**src/rtl/core/assert_macros.svh**
```systemverilog
// assertion macros shared by the rtl modules
`ifndef ASSERT_MACROS_SVH
`define ASSERT_MACROS_SVH

`ifndef NO_ASSERTIONS

`define ASSERT_IMPLIES(label, clk, rst_n, ante, cons) \
    label: assert property (@(posedge clk) disable iff (!rst_n) (ante) |-> (cons)) \
        else $error("same-cycle implication failed");

`define ASSERT_NEXT(label, clk, rst_n, ante, cons) \
    label: assert property (@(posedge clk) disable iff (!rst_n) (ante) |=> (cons)) \
        else $error("next-cycle implication failed");

`else

`define ASSERT_IMPLIES(label, clk, rst_n, ante, cons)

`define ASSERT_NEXT(label, clk, rst_n, ante, cons)

`endif

`endif

```
**src/rtl/core/hklp_pkg.sv**
```systemverilog
// shared constants, types and the fnv-1a fold for the hashed key table
`timescale 1ns / 1ps

package hklp_pkg;

    // table depth is a power of two, so the home slot is the low hash bits
    localparam int TABLE_DEPTH = 1024;
    localparam int IDX_BITS    = $clog2(TABLE_DEPTH);
    localparam int CNT_BITS    = IDX_BITS + 1;
    localparam int VALUE_BITS  = 32;

    localparam logic [63:0] FNV_BASIS = 64'hCBF2_9CE4_8422_2325;
    localparam logic [63:0] FNV_PRIME = 64'h0000_0100_0000_01B3;

    localparam logic REQ_INSERT = 1'b0;
    localparam logic REQ_LOOKUP = 1'b1;

    typedef enum logic [1:0] {
        ST_INSERTED  = 2'd0,
        ST_FOUND     = 2'd1,
        ST_NOT_FOUND = 2'd2,
        ST_FULL      = 2'd3
    } status_t;

    // one finished key waiting for the table
    typedef struct packed {
        logic                  req_type;
        logic [63:0]           digest;
        logic [VALUE_BITS-1:0] value;
    } job_t;

    typedef struct packed {
        logic                  valid;
        logic [63:0]           digest;
        logic [VALUE_BITS-1:0] value;
    } slot_t;

    // xor the sign-extended byte, then multiply by 2^40 + 0x1b3 as shifts and adds
    function automatic logic [63:0] fnv_fold(input logic [63:0] h, input logic [7:0] b);
        logic [63:0] x;
        x = h ^ {{56{b[7]}}, b};
        return (x << 40) + (x << 8) + (x << 7) + (x << 5) + (x << 4) + (x << 1) + x;
    endfunction

endpackage

```
**src/rtl/core/hklp_front.sv**
```systemverilog
// front end: takes key bytes, folds the running hash, queues finished keys
`timescale 1ns / 1ps

module hklp_front (
    input  logic                            clk,
    input  logic                            rst_n,
    input  logic                            in_valid,
    output logic                            in_stall,
    input  logic                            req_type,
    input  logic [7:0]                      key_byte,
    input  logic                            byte_present,
    input  logic                            key_last,
    input  logic [31:0]                     value_in,
    input  logic                            q_full,
    input  logic                            clearing,
    output logic                            push,
    output hklp_pkg::job_t                  push_job
);

    logic [63:0] running_hash_reg;
    logic [63:0] running_hash_next;
    logic [63:0] hash_folded;
    logic        accept;

    assign in_stall    = q_full || clearing;
    assign accept      = in_valid && !in_stall;
    assign hash_folded = byte_present ? hklp_pkg::fnv_fold(running_hash_reg, key_byte)
                                      : running_hash_reg;

    assign push              = accept && key_last;
    assign push_job.req_type = req_type;
    assign push_job.digest   = hash_folded;
    assign push_job.value    = hklp_pkg::VALUE_BITS'(value_in);

    always_comb
    begin
        running_hash_next = running_hash_reg;
        if (accept)
        begin
            running_hash_next = key_last ? hklp_pkg::FNV_BASIS : hash_folded;
        end
    end

    always_ff @(posedge clk or negedge rst_n)
    begin
        if (!rst_n)
        begin
            running_hash_reg <= hklp_pkg::FNV_BASIS;
        end
        else
        begin
            running_hash_reg <= running_hash_next;
        end
    end

endmodule

```
**config.mk**
```make
export PLATFORM = sky130hd
export DESIGN_NAME = hklp_front
export DESIGN_NICKNAME = d
export VERILOG_FILES = /design/src/rtl/core/assert_macros.svh /design/src/rtl/core/hklp_pkg.sv /design/src/rtl/core/hklp_front.sv
export SDC_FILE = /design/constraint.sdc
export NUM_CORES = 1
export LEC_CHECK = 0
export BUFFER_PORTS_ARGS = -buffer_cell sky130_fd_sc_hd__buf_2
export CAP_MARGIN = 20
export CORE_UTILIZATION = 35
export CTS_CLUSTER_SIZE = 16
export DETAILED_ROUTE_END_ITERATION = 6
export PLACE_DENSITY = 0.5
export SETUP_SLACK_MARGIN = 0.15
export SLEW_MARGIN = 10
export SYNTH_ARGS = -nofsm -noshare
export SYNTH_HDL_FRONTEND = slang
export SYNTH_SLANG_ARGS = --single-unit
```
**constraint.sdc**
```tcl
create_clock -name clk -period 6.5 [get_ports clk]
set_input_delay 0 -clock clk [delete_from_list [all_inputs] [get_ports clk]]
set_output_delay 0 -clock clk [all_outputs]
set_load 0.03 [all_outputs]
```
Yosys cells after proc, flatten, opt, wreduce, memory -nomap -nowiden
Index checks and enable logic that the tools add are counted.
{ "word_totals": {"regBits": 64, "inputBits": 48} }
{ "classes": {"add_sub_neg": 6, "n_mux": 2, "n_bitwise": 1, "reduce_logical": 4} }
{ "ops": {"columns": ["operator", "n"], "rows": [
  ["$add 64x64->64", 6],
  ["$mux 64", 2],
  ["$xor 64x64->64", 1],
  ["$logic_and 1x1->1", 2],
  ["$logic_not 1->1", 1],
  ["$logic_or 1x1->1", 1]
]} }

Logic depth before layout (Yosys ltp)
Gate-level depths: netlist of the first run.
{ "depth": {"word_depth": 9, "ltp_mapped": 23, "mapped_depth_nobuf": 20} }

Worst setup path after synthesis of the first run
No wires, ideal clock.
{ "synth_timing": {"path_type": "input -> output", "start": "input key_byte[7]", "end": "output push_job[88] (netlist bit)", "arrival_ns": 6.324, "required_ns": 6.500, "setup_slack_ns": 0.176, "path_stages": 19, "cell_sequence": "buf_2 buf_4 buf_1 buf_1 xor2_1 ha_1 fa_1 inv_1 fa_1 inv_1 fa_1 ha_1 a21oi_1 o21ai_1 o41ai_1 o221ai_1 a311oi_1 a21boi_1 o311ai_0"} }
{ "synth_rtl": {"columns": ["element", "line", "rtl"], "rows": [
  ["start: declaration", "hklp_front.sv:10", "input logic [7:0] key_byte,"],
  ["end: declaration", "hklp_front.sv:17", "output hklp_pkg::job_t push_job"]
]} }

==> results of run 1 <==
-- metal layers --
layer | up-vias | GRT usage (%) | part of all wire (%)
met5 | - | 0.667 | 0.083
met4 | 2 | 6.82 | 2.5
met3 | 55 | 4.10 | 4.4
met2 | 286 | 39.5 | 48
met1 | 6104 | 30.8 | 45
li1 | 5790 | - | -
-- synth_stat cells (35+ instances only) --
cell type / count
a21o_1: 57
a21oi_1: 138
buf_4: 35
clkbuf_1: 81
dfrtp_1: 36
fa_1: 140
ha_1: 198
inv_1: 264
mux2_2: 54
nand2_1: 69
nor2_1: 51
o21ai_0: 36
xnor2_1: 64
xor2_1: 188
-- stage by stage --
stage	worst slack, ns	instance area, sq um	utilization, %	hold slack, ns
final	0.365	16700	39.5	0.0000116
after global routing	0.0630	16700	39.5	0.0000434
after floorplan	0.176	15200	-	-0.296
after CTS	0.148	16600	39.1	0.000205
after global placement	0.515	16200	38.4	0.000205
after detailed placement	0.451	16200	38.4	0.000205
-- worst paths after layout --
| kind | start | end | slack (ns) | cells after the start |
|---|---|---|---|---|
| max | running_hash_reg[8] | push_job[88] | 0.37 | 21 |
| max reg2reg | running_hash_reg[22] | running_hash_reg[56] | 0.92 | 18 |
| min | value_in[31] | push_job[31] | 0.00001 | 0 |
| min in group asynchronous | rst_n | running_hash_reg[61] | 0.13 | 2 |
| max in group asynchronous | rst_n | running_hash_reg[8] | 5.68 | 3 |
| min reg2reg | running_hash_reg[2] | running_hash_reg[2] | 0.52 | 2 |
-- cell usage in the layout (no fill, tap or decap), types with 4 or more instances in the layout --
cell type  instances
buf_2             76
nand2b_1           5
o31a_1             5
nand3_1           15
dfstp_2           28
o21a_1             7
o22a_1            18
inv_1            264
and3_1            10
a21o_1            57
nand2_1           69
nor2b_1            4
or3_1              5
or4_1              4
o21bai_1          20
buf_4             90
xor2_1           182
a22o_1            31
nor2_1            51
dfrtp_2            4
a221oi_1           4
o31ai_1            4
dfrtp_1           32
o21ai_0           36
xnor2_1           63
a21oi_1          134
mux2_2            54
xor2_2             6
fa_1             140
nor3_1            13
maj3_1            14
o211ai_1           5
and2_1             9
a31oi_1            4
clkbuf_16          9
ha_1             198
nand4_1           19
a31o_2             4
a21oi_2            5
-- worst register-to-register path: stages (launching register included) --
cell and delay (ns):
dfrtp_1 0.67, xor2_1 0.40, buf_4 0.24, a21oi_1 0.10, fa_1 0.52, fa_1 0.50
inv_1 0.05, ha_1 0.28, ha_1 0.37, a21oi_1 0.21, o21ai_0 0.17, a221oi_1 0.31
buf_4 0.22, o221a_2 0.25, nor3_1 0.08, a311oi_2 0.33, a21boi_1 0.18, or4_1 0.49
o211a_1 0.13
-- kinds of logic (layout without fill, tap and decap cells) --
family                     Yosys count  count (layout)  share of synthesized area, %
adders and majority gates          352             352                          35.8
and+or+nand+nor                    216             216                          6.80
buffers and inverters              401             448                          10.9
xor gates and xnor gates           252             252                          14.6
muxes                               55              55                          4.08
DFF                                 64              64                          10.8
AOI/OAI and AO/OA                  381             381                          17.1
-- repair_timing --
action                     in CTS  in global routing
setup endpoints to repair       5                 19
hold buffers                    1                  0
hold endpoints to repair       36                  0
pin swaps                       0                  4
gates resized for setup         2                 23
buffers inserted                0                  5
-- final cells by class --
type                    count  share of cell area [%]
multi-input cells        1256                    71.7
flip-flops and latches     64                    9.82
repair buffers            168                    6.50
inverters                 264                    5.93
well taps                 577                    4.32
clock buffers              12                    1.47
clock inverters             4                   0.269
==> results.yml, run 1 <==
floorplanning:
  dieArea_sq_mm: 0.0441
  start_util_pct: 35.8
  ios: 147
  fp.dieH_um: 210
  core_sq_mm: 0.0423
  die_w_um: 210
  rows: 75
layout:
  fin_nets: 2149
  diodes: 0
  nFillCells: 4376
  multi_input_area_sq_mm: 0.0120
  drive_gt1_share_pct: 17.3
  seqCellArea_sq_mm: 0.00164
  largest_reg_flops: 64
  areaGrowthSynthToFinish_pct: 10.3
  fin_cells: 2345
placement:
  hpwlAfterDp_mm: 41.8
  dp_cells: 2322
  place.gp.congestion: 0.929
  numPortBuffers: 80
logic_synthesis:
  synth-seq-cells: 64
  syn_area_per_cell_sq_um: 8.80
  synthCells: 1721
  seq_area_frac_synth_pct: 10.8
  synth_cell_type_count: 73
  ys.flop_type: "dfrtp_1"
  synth_area_sq_mm: 0.0152
  async_reset_ff_share_pct: 100
  synth_top_cell_by_area: "fa_1"
  synth_nets: 2107
  synth_warnings: 0
  synth_area_leaders: "fa_1 (18%), ha_1 (16%), xor2_1 (11%)"
  yosysTopAreaCellShare_pct: 18.5
  synth_edf_count: 0
worst_hold_path:
  hold_class: "in -> out"
timing:
  slew_headroom_pct: 43.4
  clock_skew_ns: 0.0135
  period_needed_ns: 6.13
  hold_viol_final: 0
  finalSetupTns_ns: 0
  fmax_mhz: 163
  finalSetupViolations: 0
  drv_slew: 0
  timing.final.crit_share_pct: 94.4
  rsz0062_at_grt: "true"
  tightest_slew_ns: 0.849
route:
  wl_per_cell_um: 21.6
  dr.pass1.iters: 5
  vias_per_cell: 5.22
  drtIter0Drc: 698
  drc: 0
  dr_total_vias: 12200
  drt_wl_total_mm: 50.6
  postRouteAntennaNets: 0
worst_setup_path:
  worst-endpoint-required_ns: 6.50
  worst_setup_path_start_kind: "register"
  cp_max_fo: 4
  worstPathArrival_ns: 6.13
  crit_chain: "xor2_1 > inv_1 > fa_1 > inv_1 > fa_1 > inv_1 > fa_1 > inv_1 > ha_1 > ha_1 > o21a_2 > a21oi_2 > o311a_4 > o21ai_4 > a22oi_1 > buf_4 > or4_1 > a21boi_1 > o21ai_0 > o311ai_0 > buf_2"
  crit_buf_inv: 6
  cp_slowest_stage_delay_ns: 0.57
  cpLargestDelayFamily: "adder cells"
  crit_path_frequent_cell: "inv_1"
  worstSetupEndpointType: "output port"
  crit_type: "reg -> out"
  cp_slowest_cell: "or4_1"
cts:
  cts-htree-levels: 3
  cts_tree: "built"
  clkTransAtPathRegs_ns: 0.06
  clock_latency_ns: 0.39
  cts_made_buffers: 9
  cts_buffer_depth: 2
  cts.sink_count: 64
  root_buffer: "clkbuf_16"
global_routing:
  grt_max_degree: 65
  grt_pass1_wl_mm: 77.4
  grt_remaining_overflow: 0
  first_global_vias: 12600
  antenna_found_initial: 0
  groute.usage.overall_pct: 23.5
run:
  maxCapViolations: 0
run_status:
  status: "finished clean"
Power of run 1 is not shown: default switching activity piles up to over one toggle a cycle in this logic, so the estimate is an artifact.
==> run 2: changes to the inputs <==
--- a/config.mk
+++ b/config.mk
@@ -11,6 +11,7 @@
 export CTS_CLUSTER_SIZE = 16
 export DETAILED_ROUTE_END_ITERATION = 6
 export PLACE_DENSITY = 0.5
+export REMOVE_ABC_BUFFERS = 1
 export SETUP_SLACK_MARGIN = 0.15
 export SLEW_MARGIN = 10
 export SYNTH_ARGS = -nofsm -noshare
==> results.yml, run 2 (synthesis gave the netlist of run 1 again) <==
run:
  maxCapViolations: 0
cts:
  clock_latency_ns: 0.39
  cts_made_buffers: 9
  cts_tree: "built"
  cts_buffer_depth: 2
  cts.sink_count: 64
  root_buffer: "clkbuf_16"
  cts-htree-levels: 3
  clkTransAtPathRegs_ns: 0.06
worst_setup_path:
  cp_slowest_cell: "dfstp_2"
  crit_buf_inv: 6
  crit_type: "reg -> out"
  worstSetupEndpointType: "output port"
  crit_chain: "xor2_1 > inv_1 > fa_1 > inv_1 > fa_1 > inv_1 > fa_1 > inv_1 > ha_1 > ha_1 > nand3_1 > o311a_4 > o31a_1 > o31ai_4 > buf_12 > a211oi_2 > o31ai_2 > xor2_1 > mux2_2 > buf_2"
  cpLargestDelayFamily: "adder cells"
  crit_path_frequent_cell: "inv_1"
  worstPathArrival_ns: 6.21
  cp_max_fo: 6
  worst_setup_path_start_kind: "register"
  worst-endpoint-required_ns: 6.50
  cp_slowest_stage_delay_ns: 0.54
layout:
  layout_common_cells: "inv_1 (264), ha_1 (198), xor2_1 (183)"
  fin_nets: 2155
  diodes: 0
  drive_gt1_share_pct: 16.7
  layout_commonest_cell: "inv_1"
  fin_cells: 2351
  final_area_sq_mm: 0.0167
  largest_reg_flops: 64
  areaGrowthSynthToFinish_pct: 10.3
global_routing:
  grt_pass1_wl_mm: 79.3
  grt_max_degree: 65
  first_global_vias: 12700
  grt_remaining_overflow: 0
  antenna_found_initial: 0
  groute.usage.overall_pct: 24.0
floorplanning:
  rows: 75
  ios: 147
  start_util_pct: 35.8
  die_w_um: 210
  core_sq_mm: 0.0423
  fp.dieH_um: 210
  dieArea_sq_mm: 0.0441
timing:
  timing.final.crit_share_pct: 95.5
  finalSetupTns_ns: 0
  rsz0062_at_grt: "true"
  hold_viol_final: 0
  slew_headroom_pct: 34.1
  tightest_slew_ns: 0.989
  finalSetupViolations: 0
  drv_slew: 0
  fmax_mhz: 161
  period_needed_ns: 6.21
  clock_skew_ns: 0.0146
route:
  drtIter0Drc: 726
  drt_wl_total_mm: 51.5
  drc: 0
  wl_per_cell_um: 21.9
  dr_total_vias: 12300
  vias_per_cell: 5.24
  dr.pass1.iters: 5
  postRouteAntennaNets: 0
placement:
  place.gp.congestion: 0.914
  placedInstanceArea_sq_mm: 0.0163
  numPortBuffers: 80
  hpwlAfterDp_mm: 42.7
  dp_cells: 2333
run_status:
  status: "finished clean"
worst_hold_path:
  hold_class: "in -> out"
[run 2: layout make-up]
cell class                      instances  area [sq um]
Sequential cell                        64          1640
Tap cell                              577           722
Multi-Input combinational cell       1256         12000
Fill cell                            4387         25600
Clock buffer                           16           272
Timing Repair Buffer                  174          1140
Inverter                              264           991
[run 2: layer usage]
metal | routed length (um) | GRT usage [%]
met5 | 0 | 0.445
met4 | 861 | 6.17
met3 | 2160 | 3.80
met2 | 24500 | 39.7
met1 | 24100 | 32.6
[run 2: timing repair]
item                                    4_1_cts  5_1_grt
endpoints found under the setup margin        6       17
hold buffers                                  1        0
gates resized for setup                       3       11
endpoints found under the hold margin        36        0
pin swaps                                     1        3
buffers inserted                              0        1
cloned                                        0        0
[run 2: path summary, 6_finish.rpt]
check / startpoint / to / slack [ns] / depth (start not counted)
setup / recovery: running_hash_reg[9] / push_job[86] / 0.29 / 20
hold / removal: req_type / push_job[96] / 0.0003 / 0
setup reg to reg: running_hash_reg[9] / running_hash_reg[54] / 0.84 / 19
hold reg to reg: running_hash_reg[2] / running_hash_reg[2] / 0.52 / 2
max in group asynchronous: rst_n / running_hash_reg[7] / 5.54 / 2
min in group asynchronous: rst_n / running_hash_reg[60] / 0.32 / 2
[run 2: metrics by stage]
step | setup slack [ns] | utilization (%) | hold WS, ns
after floorplan | 0.575 | - | -0.296
after global placement | 0.520 | 38.6 | 0.000222
after detailed placement | 0.516 | 38.6 | 0.000222
after CTS | 0.238 | 39.3 | 0.000222
after global routing | 0.0563 | 39.5 | 0.000174
final | 0.292 | 39.5 | 0.000253
[run 2: worst register-to-register path: stages, from the launching register on]
cell      delay, ns
dfstp_2        0.54
xor2_1         0.31
inv_1          0.15
fa_1           0.52
inv_1          0.05
fa_1           0.53
inv_1          0.05
fa_1           0.48
inv_1          0.04
ha_1           0.18
ha_1           0.39
nand3_1        0.18
o311a_4        0.44
o31a_1         0.39
o31ai_4        0.32
buf_12         0.17
a211oi_2       0.08
o31ai_2        0.30
xor2_1         0.32
o22a_2         0.19
Power of run 2 is left out for the same reason.
==> run 3: changes to the inputs <==
--- a/config.mk
+++ b/config.mk
@@ -8,6 +8,7 @@
 export BUFFER_PORTS_ARGS = -buffer_cell sky130_fd_sc_hd__buf_2
 export CAP_MARGIN = 20
 export CORE_UTILIZATION = 35
+export CTS_BUF_LIST = sky130_fd_sc_hd__clkbuf_16
 export CTS_CLUSTER_SIZE = 16
 export DETAILED_ROUTE_END_ITERATION = 6
 export PLACE_DENSITY = 0.5
==> results.yml, run 3 (synthesis gave the netlist of run 1 again) <==
worst_hold_path:
  hold_class: "in -> out"
worst_setup_path:
  cp_max_fo: 6
  crit_type: "reg -> out"
  worstPathArrival_ns: 6.21
  cp_slowest_cell: "dfstp_2"
  worstSetupEndpointType: "output port"
  cp_slowest_stage_delay_ns: 0.54
  r2r_setup_slack_ns: 0.83
  crit_path_frequent_cell: "inv_1"
  worst_setup_path_start_kind: "register"
  worst-endpoint-required_ns: 6.50
  crit_chain: "xor2_1 > inv_1 > fa_1 > inv_1 > fa_1 > inv_1 > fa_1 > inv_1 > ha_1 > ha_1 > nand3_1 > o311a_4 > o31a_1 > o31ai_4 > buf_12 > a211oi_2 > o31ai_2 > xor2_1 > mux2_2 > buf_2"
global_routing:
  grt_remaining_overflow: 0
  grt_max_degree: 65
  grt_pass1_wl_mm: 79.3
  groute.usage.overall_pct: 24.0
  antenna_found_initial: 0
  first_global_vias: 12700
layout:
  areaGrowthSynthToFinish_pct: 10.2
  layout_common_cells: "inv_1 (269), ha_1 (198), xor2_1 (183)"
  nFillCells: 4392
  largest_reg_flops: 64
  fin_nets: 2155
  layout_commonest_cell: "inv_1"
  diodes: 0
  drive_gt1_share_pct: 16.6
cts:
  root_buffer: "clkbuf_16"
  cts-htree-levels: 3
  cts.sink_count: 64
  cts_buffer_depth: 2
  clock_latency_ns: 0.39
  cts_made_buffers: 9
  cts_tree: "built"
  clkTransAtPathRegs_ns: 0.06
floorplanning:
  core_sq_mm: 0.0423
  rows: 75
  ios: 147
  die_w_um: 210
  fp.dieH_um: 210
  dieArea_sq_mm: 0.0441
  start_util_pct: 35.8
timing:
  period_needed_ns: 6.21
  finalSetupTns_ns: 0
  fmax_mhz: 161
  finalSetupViolations: 0
  slew_headroom_pct: 33.8
  hold_viol_final: 0
  tightest_slew_ns: 0.993
  clock_skew_ns: 0.0139
  timing.final.crit_share_pct: 95.6
  rsz0062_at_grt: "true"
  drv_slew: 0
placement:
  hpwlAfterDp_mm: 42.7
  place.gp.congestion: 0.914
  numPortBuffers: 80
route:
  dr.pass1.iters: 5
  postRouteAntennaNets: 0
  vias_per_cell: 5.26
  wl_per_cell_um: 21.9
  drtIter0Drc: 739
  drc: 0
  dr_total_vias: 12400
  drt_wl_total_mm: 51.5
run_status:
  status: "finished clean"
run:
  maxCapViolations: 0
-- run 3: cell count changes in the layout (fill, tap and decap cells not counted) --
cell,previous run,this run
inv_1,264,269
clkbuf_8,2,0
clkbuf_1,5,0
clkinv_1,0,2
-- run 3: area by class of cell --
class | instances | area, sq um | share of cell area [%]
clock buffer | 9 | 225 | 1.35
clock inverter | 7 | 26.3 | 0.157
inverter | 264 | 991 | 5.93
multi-input combinational | 1256 | 12000 | 71.6
sequential | 64 | 1640 | 9.80
tap | 577 | 722 | 4.32
timing repair buffer | 174 | 1140 | 6.83
-- run 3: what timing repair did --
action | 4_1_cts | 5_1_grt
pin swaps | 1 | 3
endpoints found under the setup margin | 6 | 17
hold endpoints to repair | 36 | 0
hold buffers | 1 | 0
buffers inserted | 0 | 1
resized for setup | 3 | 11
-- run 3: worst max-delay path: cells and delay by family (launching register included) --
family / cells / cell delay (ns)
DFF: 1 / 0.54
and+or+nand+nor: 1 / 0.18
adders and majority gates: 5 / 2.10
xor gates and xnor gates: 2 / 0.63
AOI/OAI and AO/OA: 5 / 1.53
buffers and inverters: 6 / 0.64
muxes: 1 / 0.21
-- run 3: path summary, 6_finish.rpt --
check	start	end	cells after the start
hold reg to reg	running_hash_reg[2]	running_hash_reg[2]	2
hold / removal	req_type	push_job[96]	0
min in group asynchronous	rst_n	running_hash_reg[60]	2
max in group asynchronous	rst_n	running_hash_reg[7]	2
setup / recovery	running_hash_reg[9]	push_job[86]	20
setup reg to reg	running_hash_reg[9]	running_hash_reg[54]	19
-- run 3: stage by stage --
step	hold WS, ns	instance area [sq um]	cells	worst slack, ns	utilization, %
2_1_floorplan	-0.296	14500	1584	0.575	-
3_3_place_gp	0.000222	16300	2333	0.520	38.6
3_5_place_dp	0.000222	16300	2333	0.516	38.6
4_1_cts	0.000222	16600	2350	0.238	39.3
5_1_grt	0.000174	16700	2351	0.0563	39.5
6_report	0.000253	16700	2351	0.286	39.5
-- run 3: routing by layer --
layer | share of wire, % | vias to the layer above | routed length [um] | track usage (%)
li1 | - | 5798 | - | -
met4 | 1.6 | 0 | 847 | 6.17
met2 | 47 | 317 | 24500 | 39.7
met1 | 47 | 6202 | 24000 | 32.6
met3 | 4.2 | 40 | 2180 | 3.80
met5 | 0 | - | 0 | 0.445
Power of run 3 is left out for the same reason.
