$ cat config.mk
export PLATFORM = sky130hd
export DESIGN_NAME = hklp_queue
export DESIGN_NICKNAME = d
export VERILOG_FILES = /design/src/rtl/core/hklp_pkg.sv /design/src/rtl/core/hklp_queue.sv
export VERILOG_INCLUDE_DIRS = /design/src /design/src/rtl/core
export SDC_FILE = /design/constraint.sdc
export NUM_CORES = 1
export LEC_CHECK = 0
export BUFFER_PORTS_ARGS = -buffer_cell sky130_fd_sc_hd__clkbuf_2
export CAP_MARGIN = 0
export CORE_ASPECT_RATIO = 0.7
export CORE_MARGIN = 4
export CORE_UTILIZATION = 55
export CTS_CLUSTER_DIAMETER = 50
export DETAILED_ROUTE_END_ITERATION = 10
export PLACE_DENSITY = 0.83
export RECOVER_POWER = 25
export SYNTH_ARGS = -nofsm -noshare
export SYNTH_HDL_FRONTEND = slang
export SYNTH_SLANG_ARGS = --single-unit
$ cat constraint.sdc
create_clock -name clk -period 8.7 [get_ports clk]
set_clock_uncertainty 0.1 [all_clocks]
set_input_delay 1.74 -clock clk [delete_from_list [all_inputs] [get_ports clk]]
set_output_delay 1.74 -clock clk [all_outputs]
set_load 0.05 [all_outputs]
$ cat src/rtl/core/assert_macros.svh
// assertion macros shared by the rtl modules
`ifndef ASSERT_MACROS_SVH
`define ASSERT_MACROS_SVH

`ifndef NO_ASSERTIONS

`define ASSERT_IMPLIES(label, clk, rst_n, ante, cons) \
    label: assert property (@(posedge clk) disable iff (!rst_n) (ante) |-> (cons)) \
        else $error("same-cycle implication failed");

`define ASSERT_NEXT(label, clk, rst_n, ante, cons) \
    label: assert property (@(posedge clk) disable iff (!rst_n) (ante) |=> (cons)) \
        else $error("next-cycle implication failed");

`else

`define ASSERT_IMPLIES(label, clk, rst_n, ante, cons)

`define ASSERT_NEXT(label, clk, rst_n, ante, cons)

`endif

`endif

$ cat src/rtl/core/hklp_pkg.sv
// shared constants, types and the fnv-1a fold for the hashed key table
`timescale 1ns / 1ps

package hklp_pkg;

    // table depth is a power of two, so the home slot is the low hash bits
    localparam int TABLE_DEPTH = 1024;
    localparam int IDX_BITS    = $clog2(TABLE_DEPTH);
    localparam int CNT_BITS    = IDX_BITS + 1;
    localparam int VALUE_BITS  = 32;

    localparam logic [63:0] FNV_BASIS = 64'hCBF2_9CE4_8422_2325;
    localparam logic [63:0] FNV_PRIME = 64'h0000_0100_0000_01B3;

    localparam logic REQ_INSERT = 1'b0;
    localparam logic REQ_LOOKUP = 1'b1;

    typedef enum logic [1:0] {
        ST_INSERTED  = 2'd0,
        ST_FOUND     = 2'd1,
        ST_NOT_FOUND = 2'd2,
        ST_FULL      = 2'd3
    } status_t;

    // one finished key waiting for the table
    typedef struct packed {
        logic                  req_type;
        logic [63:0]           digest;
        logic [VALUE_BITS-1:0] value;
    } job_t;

    typedef struct packed {
        logic                  valid;
        logic [63:0]           digest;
        logic [VALUE_BITS-1:0] value;
    } slot_t;

    // xor the sign-extended byte, then multiply by 2^40 + 0x1b3 as shifts and adds
    function automatic logic [63:0] fnv_fold(input logic [63:0] h, input logic [7:0] b);
        logic [63:0] x;
        x = h ^ {{56{b[7]}}, b};
        return (x << 40) + (x << 8) + (x << 7) + (x << 5) + (x << 4) + (x << 1) + x;
    endfunction

endpackage

$ cat src/rtl/core/hklp_queue.sv
// two-entry job queue between the hashing front end and the table back end
`timescale 1ns / 1ps
`include "assert_macros.svh"

module hklp_queue (
    input  logic           clk,
    input  logic           rst_n,
    input  logic           push,
    input  hklp_pkg::job_t push_job,
    output logic           full,
    input  logic           pop,
    output logic           valid,
    output hklp_pkg::job_t head
);

    hklp_pkg::job_t entries_reg [2];
    logic           wr_ptr_reg;
    logic           wr_ptr_next;
    logic           rd_ptr_reg;
    logic           rd_ptr_next;
    logic [1:0]     count_reg;
    logic [1:0]     count_next;

    assign full  = (count_reg == 2'd2);
    assign valid = (count_reg != 2'd0);
    assign head  = entries_reg[rd_ptr_reg];

    always_comb
    begin
        wr_ptr_next = push ? !wr_ptr_reg : wr_ptr_reg;
        rd_ptr_next = pop ? !rd_ptr_reg : rd_ptr_reg;
        count_next  = count_reg;
        if (push && !pop)
        begin
            count_next = count_reg + 2'd1;
        end
        else if (pop && !push)
        begin
            count_next = count_reg - 2'd1;
        end
    end

    always_ff @(posedge clk)
    begin
        if (push)
        begin
            entries_reg[wr_ptr_reg] <= push_job;
        end
    end

    always_ff @(posedge clk or negedge rst_n)
    begin
        if (!rst_n)
        begin
            wr_ptr_reg <= 1'b0;
            rd_ptr_reg <= 1'b0;
            count_reg  <= 2'd0;
        end
        else
        begin
            wr_ptr_reg <= wr_ptr_next;
            rd_ptr_reg <= rd_ptr_next;
            count_reg  <= count_next;
        end
    end

    `ASSERT_IMPLIES(a_no_overflow, clk, rst_n, push, count_reg != 2'd2)
    `ASSERT_IMPLIES(a_no_underflow, clk, rst_n, pop, count_reg != 2'd0)
    `ASSERT_NEXT(a_count_track, clk, rst_n, push && !pop, count_reg == $past(count_reg) + 2'd1)

endmodule

# Word-level counts from Yosys, hierarchy flattened
# Memories as Yosys holds them, arrays and structs flattened.
# Cells that the tools add are included.
totals:
  n_memories: 1
  wordCells: 19
  ramBits: 194
  reg_bits: 4
memory_table:
  columns: ["memory", "depth", "word_bits", "read_ports", "rd_ports_with_merged_regs", "write_ports", "line", "text"]
  rows:
  - ["entries_reg", 2, 97, 1, 0, 1, "hklp_queue.sv:16", "hklp_pkg::job_t entries_reg [2];"]
op_classes:
  reduce_logical: 8
  muxes: 4
  n_eq_ne: 1
  addsub: 2
op_table:
  columns: ["operator", "count"]
  rows:
  - ["logical NOT 1 bit", 4]
  - ["2-to-1 mux 2 bit", 2]
  - ["nonzero test 2 bit", 2]
  - ["adder 2 x 1 -> 2 bit (second input constant)", 1]
  - ["equality test 2 bit (second input constant)", 1]
  - ["logical AND 1 bit", 2]
  - ["2-to-1 mux 1 bit", 2]
  - ["subtractor 2 x 1 -> 2 bit (second input constant)", 1]

# Logic depth before layout (Yosys ltp)
# Gate-level depths: netlist of the first run.
logic_depth:
  ltp_word: 4
  mapped_depth: 5
  mapped_depth_nobuf: 5

# Worst setup path after synthesis of the first run
# OpenSTA, ideal clock, no wires.
synth_path:
  path_type: "input port to flip-flop"
  start: "input push"
  end: "memory entries_reg[0][0] (netlist name), enable pin"
  required_time_ps: 8035
  arrival_time_ps: 5964
  path_stages: 1
  setup_slack_ps: 2071
  setup_time_ps: 565
  cell_sequence: "nor2b_1"
synth_between:
  elab_chain_len: 2
synth_lines:
  columns: ["item", "line", "text"]
  rows:
  - ["from (decl)", "hklp_queue.sv:8", "input logic push,"]
  - ["2-to-1 mux 1 bit", "hklp_queue.sv:45", "if (push)"]
  - ["2-to-1 mux 1 bit (implied by the code)", "hklp_queue.sv:47", "entries_reg[wr_ptr_reg] <= push_job;"]
  - ["to (decl)", "hklp_queue.sv:16", null]
# No other way between the ends.

==> impl_metrics.tcl, run 1 <==
set metrics [dict create \
    rr_endpoint "entries_reg[1][11]$_DFFE_PP_" \
    hp-class "flop to flop" \
    grt_pass1_vias 3977 \
    dieHeight_um 104 \
    synth_common_cells "edfxtp_1, mux2_2, mux2_4" \
    via_per_inst 5.24 \
    port_buffers 199 \
    core_area_mm2 0.0127 \
    relSlewSlack 0.297 \
    num_vias 3691 \
    wl_per_cell_um 19.4 \
    grt_max_degree 71 \
    antenna_found_initial 0 \
    synth_edf_count 194 \
    worstPathArrival_ps 2690 \
    dr.first_iter.drc_count 191 \
    p_leak_nw 3.35 \
    detailedRoute.firstPassIterationCount 4 \
    avgSynthCellArea_um2 22.8 \
    p_seq_frac 0.383 \
    syn_nets 420 \
    seqCellArea_mm2 0.00593 \
    path_class "flop to output pin" \
    grt_use_total 0.182 \
    syn_to_final_growth_pct 22.9 \
    die_w_um 145 \
    ant_nets 0 \
    synth_area_mm2 0.00726 \
    r2r_setup_slack_ps 6480 \
    yosysWarnings 0 \
    critical_path_required_ps 6860 \
    crit_path_max_fanout 70 \
    core.rowCount 34 \
    start_kind "flop" \
    clock_path_buffers 2 \
    grt_overflow 0 \
    cts_buffers 17 \
    p_per_area_mw_per_mm2 391 \
    htree_levels 4 \
    max_freq_mhz 221 \
    drive_gt1_frac 0.522 \
    hold_depth 1 \
    drv_cap 0 \
    hpwlAfterDp_mm 9.19 \
    rsz0062_at_grt "no" \
    synthTopCellsByArea "edfxtp_1, mux2_2, mux2_4" \
    endpoint_kind "output pin" \
    routed_wl_mm 13.6 \
    intPower_mw 2.03 \
    cts_resized 0 \
    drc_errors 0 \
    r2r_start "wr_ptr_reg$_DFFE_PN0P_" \
    fin_nets 631 \
    numClockSinks 198 \
    p_sw_mw 1.45 \
    n_fill_cell 843 \
    period_share 0.521 \
    grt_pass1_wl_mm 21.3 \
    clk_pin_slew_ps 70 \
    period_minus_slack_ps 4530 \
    p_clk_frac 0.213 \
    synth_cell_type_count 14 \
    start_util 0.573 \
    finalSetupTns_ps 0 \
    timing.final.max_slew_violations 0 \
    p_comb_frac 0.404 \
    r2r_cells 2 \
    cts_hold_buf 0 \
    io_pins 200 \
    ctsRootBufferMaster "clkbuf_16" \
    n_antenna_cell 0 \
    hold_violations 0 \
    gp_congestion 0.778 \
    holdPathEnd "count_reg[1]$_DFFE_PN0P_" \
    final_core_util 0.704 \
    die-area_mm2 0.0151 \
    synthCells 318 \
    worstHoldStart "count_reg[1]$_DFFE_PN0P_" \
    total_power_mw 3.49 \
    cts_tree "built" \
    yosys.area.top_type "edfxtp_1" \
    ir_drop_v 0.000293 \
    ys_ff_latch 198 \
    largest_reg_flops 194 \
    setup_viol 0 \
    multi_input_area_mm2 0.00126 \
    post_cts_buffers 0 \
    insertion_delay_ps 410 \
    synth_most_common_cell "edfxtp_1" \
    yosysSeqAreaShare 0.816 \
    yosys.area.top_type_share 0.802 \
    outcome "finished, final reports clean" \
    tightest_slew_ps 1050 \
    p_sw_frac 0.417 \
    synthArstFlopShare 0.0202 \
    hold_slack_ps 403 \
    synth_flop_cell "edfxtp_1" \
]
## through the flow
step / worst slack [ps] / cells / instance area (um2)
CTS: 4140 / 704 / 8990
detailed placement: 4620 / 672 / 8420
finish: 4170 / 704 / 8920
global placement: 4630 / 672 / 8420
floorplan: 2070 / 318 / 7260
global route: 4050 / 704 / 8920
## final cells by class
cell class                      instances  area share
Sequential cell                       198       0.664
Multi-Input combinational cell        108       0.141
Timing Repair Buffer                  203       0.108
Clock buffer                           17      0.0477
Tap cell                              162      0.0227
Clock inverter                         15      0.0158
Inverter                                1    0.000421
## cells by family after synthesis
group | synth area share
buffers and inverters | 0.0115
multiplexers | 0.161
AND/OR/NAND/NOR | 0.00396
flip-flops | 0.816
adder cells (fa/ha/maj) | 0.00172
XOR/XNOR | 0.00603
## routing by layer
metal | up-vias | global-route usage | part of all wire
li1 | 1683 | - | -
met3 | 12 | 0.0671 | 0.080
met4 | 0 | 0.0467 | 0.0092
met1 | 1830 | 0.244 | 0.43
met2 | 166 | 0.285 | 0.48
met5 | - | 0 | 0
## critical path: stages (launching register included)
cell and delay [ps]:
dfrtp_4 670, buf_4 810, mux2_2 420, clkbuf_2 240
## how the worst max path moves through the flow
stage                            from                           to  slack, ps  cells past startpoint
3_5_place_dp   rd_ptr_reg$_DFFE_PN0P_                     head[56]       4620                      3
6_report       rd_ptr_reg$_DFFE_PN0P_                     head[13]       4170                      3
2_1_floorplan                    push  entries_reg[0][0]$_DFFE_PP_       2070                      1
3_3_place_gp   rd_ptr_reg$_DFFE_PN0P_                     head[56]       4630                      3
4_1_cts        rd_ptr_reg$_DFFE_PN0P_                     head[56]       4140                      3
5_1_grt        rd_ptr_reg$_DFFE_PN0P_                     head[56]       4050                      3
## cell usage in the layout, fill, tap and decap left out
master | netlist | routed
edfxtp_1 | 194 | 194
clkbuf_2 | 0 | 146
mux2_2 | 77 | 77
clkbuf_1 | 0 | 52
mux2_4 | 20 | 20
clkbuf_16 | 0 | 17
inv_6 | 0 | 5
xor2_1 | 4 | 4
buf_4 | 0 | 4
dfrtp_1 | 4 | 3
clkinv_2 | 0 | 2
clkinvlp_4 | 0 | 2
clkinv_8 | 0 | 2
clkinv_4 | 0 | 2
inv_8 | 0 | 2
or2_2 | 1 | 1
inv_1 | 1 | 1
nor2b_1 | 2 | 1
and2_4 | 0 | 1
nor2b_4 | 0 | 1
xnor2_1 | 1 | 1
nor2_1 | 1 | 1
ha_1 | 1 | 1
buf_1 | 0 | 1
dfrtp_4 | 0 | 1
## power groups by stage
stage / registers (mW) / clock network (mW) / logic, mW
after detailed placement: 1.36 / 0 / 1.42
after CTS: 1.34 / 0.761 / 1.43
after global placement: 1.35 / 0 / 1.41
after floorplan: 1.34 / 0 / 1.17
final: 1.34 / 0.741 / 1.41
after global routing: 1.36 / 0.801 / 1.47
(Power assumes the default switching activity.)
==> run 2, diff against run 1 <==
- ABC_AREA: unset -> 1
- CORE_UTILIZATION: 55 -> 52
- PLACE_DENSITY: 0.83 -> 0.79
- clock period: 8.7 -> 4.7 ns (I/O delays scaled with it)
==> run 2 against run 1 <==
Compared with the run above: largest power group unchanged; clock-buffer cell count unchanged; critical path depth stayed put; die area grew 5.6%; synthesized area is 0.24% higher; largest cell class unchanged; via count is 0.16% lower; worst setup slack worse by 2800 ps; hold slack worse by 140 ps; first-iteration DRC count rose by 9.9%.
==> impl_metrics.tcl, run 2 <==
set metrics [dict create \
    p_leak_nw 3.39 \
    synth_most_common_cell "edfxtp_1" \
    detailedRoute.firstPassIterationCount 4 \
    synth_cell_type_count 14 \
    synthTopCellsByArea "edfxtp_1, mux2_2, mux2_4" \
    period_share 0.708 \
    clock_path_buffers 2 \
    drc_errors 0 \
    start_kind "flop" \
    critical-path-max-stage-delay_ps 750 \
    yosys.area.top_type_share 0.800 \
    worstPathArrival_ps 2290 \
    synthArstFlopShare 0.0202 \
    hp-class "input port to asynchronous set/reset pin" \
    tightest_slew_ps 749 \
    synth_edf_count 194 \
    grt_max_degree 64 \
    antenna_found_initial 0 \
    dr.first_iter.drc_count 210 \
    path_class "flop to output pin" \
    grt_pass1_vias 4052 \
    outcome "finished, final reports clean" \
    dieHeight_um 107 \
    largest_reg_flops 194 \
    timing.final.max_slew_violations 0 \
    crit_chain "buf_12, mux2_2, clkbuf_2" \
    routed_wl_mm 13.6 \
    yosys.area.top_type "edfxtp_1" \
    synth_area_mm2 0.00728 \
    core.rowCount 35 \
    ir_drop_v 0.000446 \
    post_cts_buffers 0 \
    die-area_mm2 0.0160 \
    avgSynthCellArea_um2 22.3 \
    port_buffers 199 \
    syn_to_final_growth_pct 23.6 \
    finalSetupTns_ps 0 \
    yosysSeqAreaShare 0.814 \
    drive_gt1_frac 0.512 \
    synth_flop_cell "edfxtp_1" \
    hpwlAfterDp_mm 9.46 \
    cts_buffers 17 \
    hold_violations 0 \
    numClockSinks 198 \
    drv_cap 0 \
    start_util 0.541 \
    crit_path_top_delay_cell "dfrtp_4" \
    p_per_area_mw_per_mm2 720 \
    clk_pin_slew_ps 70 \
    critical_path_required_ps 3660 \
    setup_viol 0 \
    io_pins 200 \
    relSlewSlack 0.500 \
    hold_slack_ps 260 \
    num_vias 3685 \
    gp_congestion 0.724 \
    max_freq_mhz 301 \
    final_cell_mix "edfxtp_1, clkbuf_2, mux2_2" \
    endpoint_kind "output pin" \
    cts_hold_buf 0 \
    grt_use_total 0.174 \
    ant_nets 0 \
    wl_per_cell_um 18.5 \
    ctsRootBufferMaster "clkbuf_16" \
    htree_levels 4 \
    cts_resized 0 \
    synth_common_cells "edfxtp_1, mux2_2, mux2_4" \
    rsz0062_at_grt "no" \
    syn_nets 429 \
    fin_nets 641 \
    ys_ff_latch 198 \
    n_antenna_cell 0 \
    via_per_inst 5.01 \
    synthCells 327 \
    yosysWarnings 0 \
    grt_pass1_wl_mm 21.1 \
    core_area_mm2 0.0134 \
    crit_path_max_fanout 63 \
    cts_tree "built" \
    period_minus_slack_ps 3330 \
    insertion_delay_ps 400 \
    final_common_cell "edfxtp_1" \
    grt_overflow 0 \
    die_w_um 149 \
]
[run 2: cell types whose count changed after synthesis]
cell     change
nor2_1       +1
nand4_1      +1
xor2_1       -2
nand2_1      +6
and2_1       -1
nand3_1      +1
or2_2        -1
inv_1        +6
nor2b_1      -2
[run 2: metrics by stage]
| stage | power [mW] | worst slack (ps) | util | area [um2] | std cells |
|---|---|---|---|---|---|
| 6_report | 6.48 | 1370 | 0.669 | 8990 | 736 |
| 2_1_floorplan | 4.63 | 690 | - | 7280 | 327 |
| 3_5_place_dp | 5.18 | 1820 | 0.632 | 8490 | 705 |
| 5_1_grt | 6.74 | 1290 | 0.669 | 8990 | 736 |
| 3_3_place_gp | 5.12 | 1830 | 0.632 | 8490 | 705 |
| 4_1_cts | 6.56 | 1360 | 0.674 | 9060 | 736 |
[run 2: final timing paths]
check	from	endpoint	slack (ps)	depth (start not counted)
setup / recovery	rd_ptr_reg$_DFFE_PN0P_	head[86]	1370	3
hold / removal	rst_n	rd_ptr_reg$_DFFE_PN0P_	260	1
setup reg to reg	wr_ptr_reg$_DFFE_PN0P_	entries_reg[1][67]$_DFFE_PP_	2780	3
hold reg to reg	count_reg[1]$_DFFE_PN0P_	count_reg[1]$_DFFE_PN0P_	410	2
max in group asynchronous	rst_n	rd_ptr_reg$_DFFE_PN0P_	4010	1
min in group clk	count_reg[1]$_DFFE_PN0P_	count_reg[1]$_DFFE_PN0P_	410	2
[run 2: layout make-up]
| class | count | area, um2 |
|---|---|---|
| Inverter | 7 | 28.8 |
| Clock inverter | 14 | 144 |
| Multi-Input combinational cell | 111 | 1250 |
| Tap cell | 185 | 231 |
| Sequential cell | 198 | 5930 |
| Fill cell | 950 | 4450 |
| Clock buffer | 17 | 425 |
| Timing Repair Buffer | 204 | 981 |
[run 2: cells by family (layout without fill, tap and decap cells)]
kind of cell  after synthesis  after routing  synth area share
buf+inv                    18            242            0.0146
mux                        97             97             0.160
simple gates               10             10           0.00567
fa+ha+maj                   1              1           0.00172
flops                     198            198             0.814
xor+xnor                    3              3           0.00361
[run 2: power breakdown]
group / switching, mW / internal [mW] / leakage (nW)
Sequential: 0.143 / 2.34 / 1.87
Combinational: 1.89 / 0.716 / 1.25
Clock: 0.638 / 0.746 / 0.279
Total: 2.67 / 3.81 / 3.39
[run 2: worst max-delay path: cells and delay by family, from the launching register on]
kind,cells,cell delay [ps]
buf+inv,2,630
flops,1,750
mux,1,410
[run 2: layer usage]
metal  vias to the layer above  global-route usage  part of all wire
li1                       1710                   -                 -
met1                      1821               0.213              0.40
met2                       139               0.290              0.49
met3                        15              0.0613             0.091
met4                         0              0.0594             0.013
met5                         -                   0                 0
==> run 3, diff against run 2 <==
- clock period: 4.7 -> 3.15 ns (I/O delays scaled with it)
==> run 3 against run 2 <==
Compared with the run above: global-route usage increased by 0.15 points; total power increased by 49%; via count increased by 1.5%; core utilization about the same; final area about the same; critical endpoint is now head[93]; largest cell class unchanged.
==> impl_metrics.tcl, run 3 (synthesized netlist as in run 2, its figures left out) <==
set metrics [dict create \
    hold_slack_ps 299 \
    cts_tree "built" \
    cts_resized 0 \
    detailedRoute.firstPassIterationCount 6 \
    fin_area_mm2 0.00900 \
    start_util 0.541 \
    via_per_inst 5.08 \
    clock_path_buffers 2 \
    start_kind "flop" \
    grt_max_degree 99 \
    n_antenna_cell 0 \
    r2r_setup_slack_ps 1420 \
    die_w_um 149 \
    port_buffers 199 \
    worst_slack_ps 414 \
    fin_nets 642 \
    core.rowCount 35 \
    routed_wl_mm 13.8 \
    seqCellArea_mm2 0.00593 \
    n_fill_cell 955 \
    final_core_util 0.669 \
    core_area_mm2 0.0134 \
    p_sw_frac 0.417 \
    p_comb_frac 0.415 \
    max_freq_mhz 366 \
    intPower_mw 5.62 \
    period_share 0.868 \
    crit_path_top_delay_cell "buf_12" \
    wl_per_cell_um 18.7 \
    rsz0062_at_grt "no" \
    path_class "flop to output pin" \
    hp-class "input port to flop" \
    hold_violations 0 \
    tightest_slew_ps 710 \
    p_per_area_mw_per_mm2 1070 \
    dr.first_iter.drc_count 171 \
    grt_use_total 0.176 \
    numClockSinks 198 \
    crit_path_max_fanout 98 \
    insertion_delay_ps 410 \
    endpoint_kind "output pin" \
    num_vias 3742 \
    cts_buffers 17 \
    io_pins 200 \
    clk_pin_slew_ps 80 \
    htree_levels 4 \
    p_seq_frac 0.376 \
    multi_input_area_mm2 0.00125 \
    final_cell_mix "edfxtp_1, clkbuf_2, mux2_2" \
    p_sw_mw 4.01 \
    relSlewSlack 0.527 \
    timing.final.max_slew_violations 0 \
    p_clk_frac 0.208 \
    dieHeight_um 107 \
    drive_gt1_frac 0.509 \
    critical-path-max-stage-delay_ps 460 \
    crit_chain "buf_12, mux2_2, clkbuf_2" \
    gp_congestion 0.828 \
    grt_pass1_wl_mm 21.1 \
    hpwlAfterDp_mm 9.36 \
    critical_path_required_ps 2420 \
    period_minus_slack_ps 2740 \
    setup_viol 0 \
    antenna_found_initial 0 \
    outcome "finished, final reports clean" \
    p_leak_nw 3.39 \
    post-place-ws_ps 847 \
    place_area_mm2 0.00850 \
    grt_pass1_vias 4005 \
    total_power_mw 9.63 \
    finalSetupTns_ps 0 \
    largest_reg_flops 194 \
    syn_to_final_growth_pct 23.6 \
    grt_overflow 0 \
    drv_cap 0 \
    final_common_cell "edfxtp_1" \
    ir_drop_v 0.000858 \
    drc_errors 0 \
    worstPathArrival_ps 2010 \
    fin_cells 737 \
    placed_cells 705 \
    die-area_mm2 0.0160 \
    ctsRootBufferMaster "clkbuf_16" \
    ant_nets 0 \
]
## run 3: worst paths after layout
check | from | end | depth (start not counted)
setup reg to reg | wr_ptr_reg$_DFFE_PN0P_ | entries_reg[1][30]$_DFFE_PP_ | 3
hold / removal | push_job[36] | entries_reg[0][36]$_DFFE_PP_ | 1
min in group asynchronous | rst_n | count_reg[0]$_DFFE_PN0P_ | 2
setup / recovery | rd_ptr_reg$_DFFE_PN0P_ | head[93] | 3
max in group asynchronous | rst_n | rd_ptr_reg$_DFFE_PN0P_ | 2
hold reg to reg | count_reg[1]$_DFFE_PN0P_ | count_reg[1]$_DFFE_PN0P_ | 2
## run 3: final cells by class
cell class / count / area share
sequential: 198 / 0.659
multi-input combinational: 111 / 0.139
timing repair buffer: 205 / 0.111
clock buffer: 19 / 0.0481
tap: 185 / 0.0257
clock inverter: 12 / 0.0132
inverter: 7 / 0.00320
## run 3: timing repair
item,CTS,global route
buffers inserted,0,0
hold buffers,1,0
hold endpoints to repair,4,0
## run 3: routing by layer
metal  vias up  wire (um)  global-route usage
li1       1708          -                   -
met1      1852       5700               0.221
met2       171       6540               0.288
met3        11       1440              0.0739
met4         0        112              0.0372
met5         -          0                   0
## run 3: power by group through the flow
stage / combinational (mW) / sequential, mW / clock, mW
global placement: 4.00 / 3.66 / 0
floorplan: 3.24 / 3.66 / 0
CTS: 4.06 / 3.63 / 2.04
finish: 4.00 / 3.63 / 2.01
global route: 4.19 / 3.67 / 2.18
detailed placement: 4.05 / 3.69 / 0
## run 3: worst max-delay path, delay by kind of cell, from the launching register on
| kind | cells | cell delay (ps) |
|---|---|---|
| buffers and inverters | 2 | 700 |
| flip-flops | 1 | 420 |
| multiplexers | 1 | 430 |
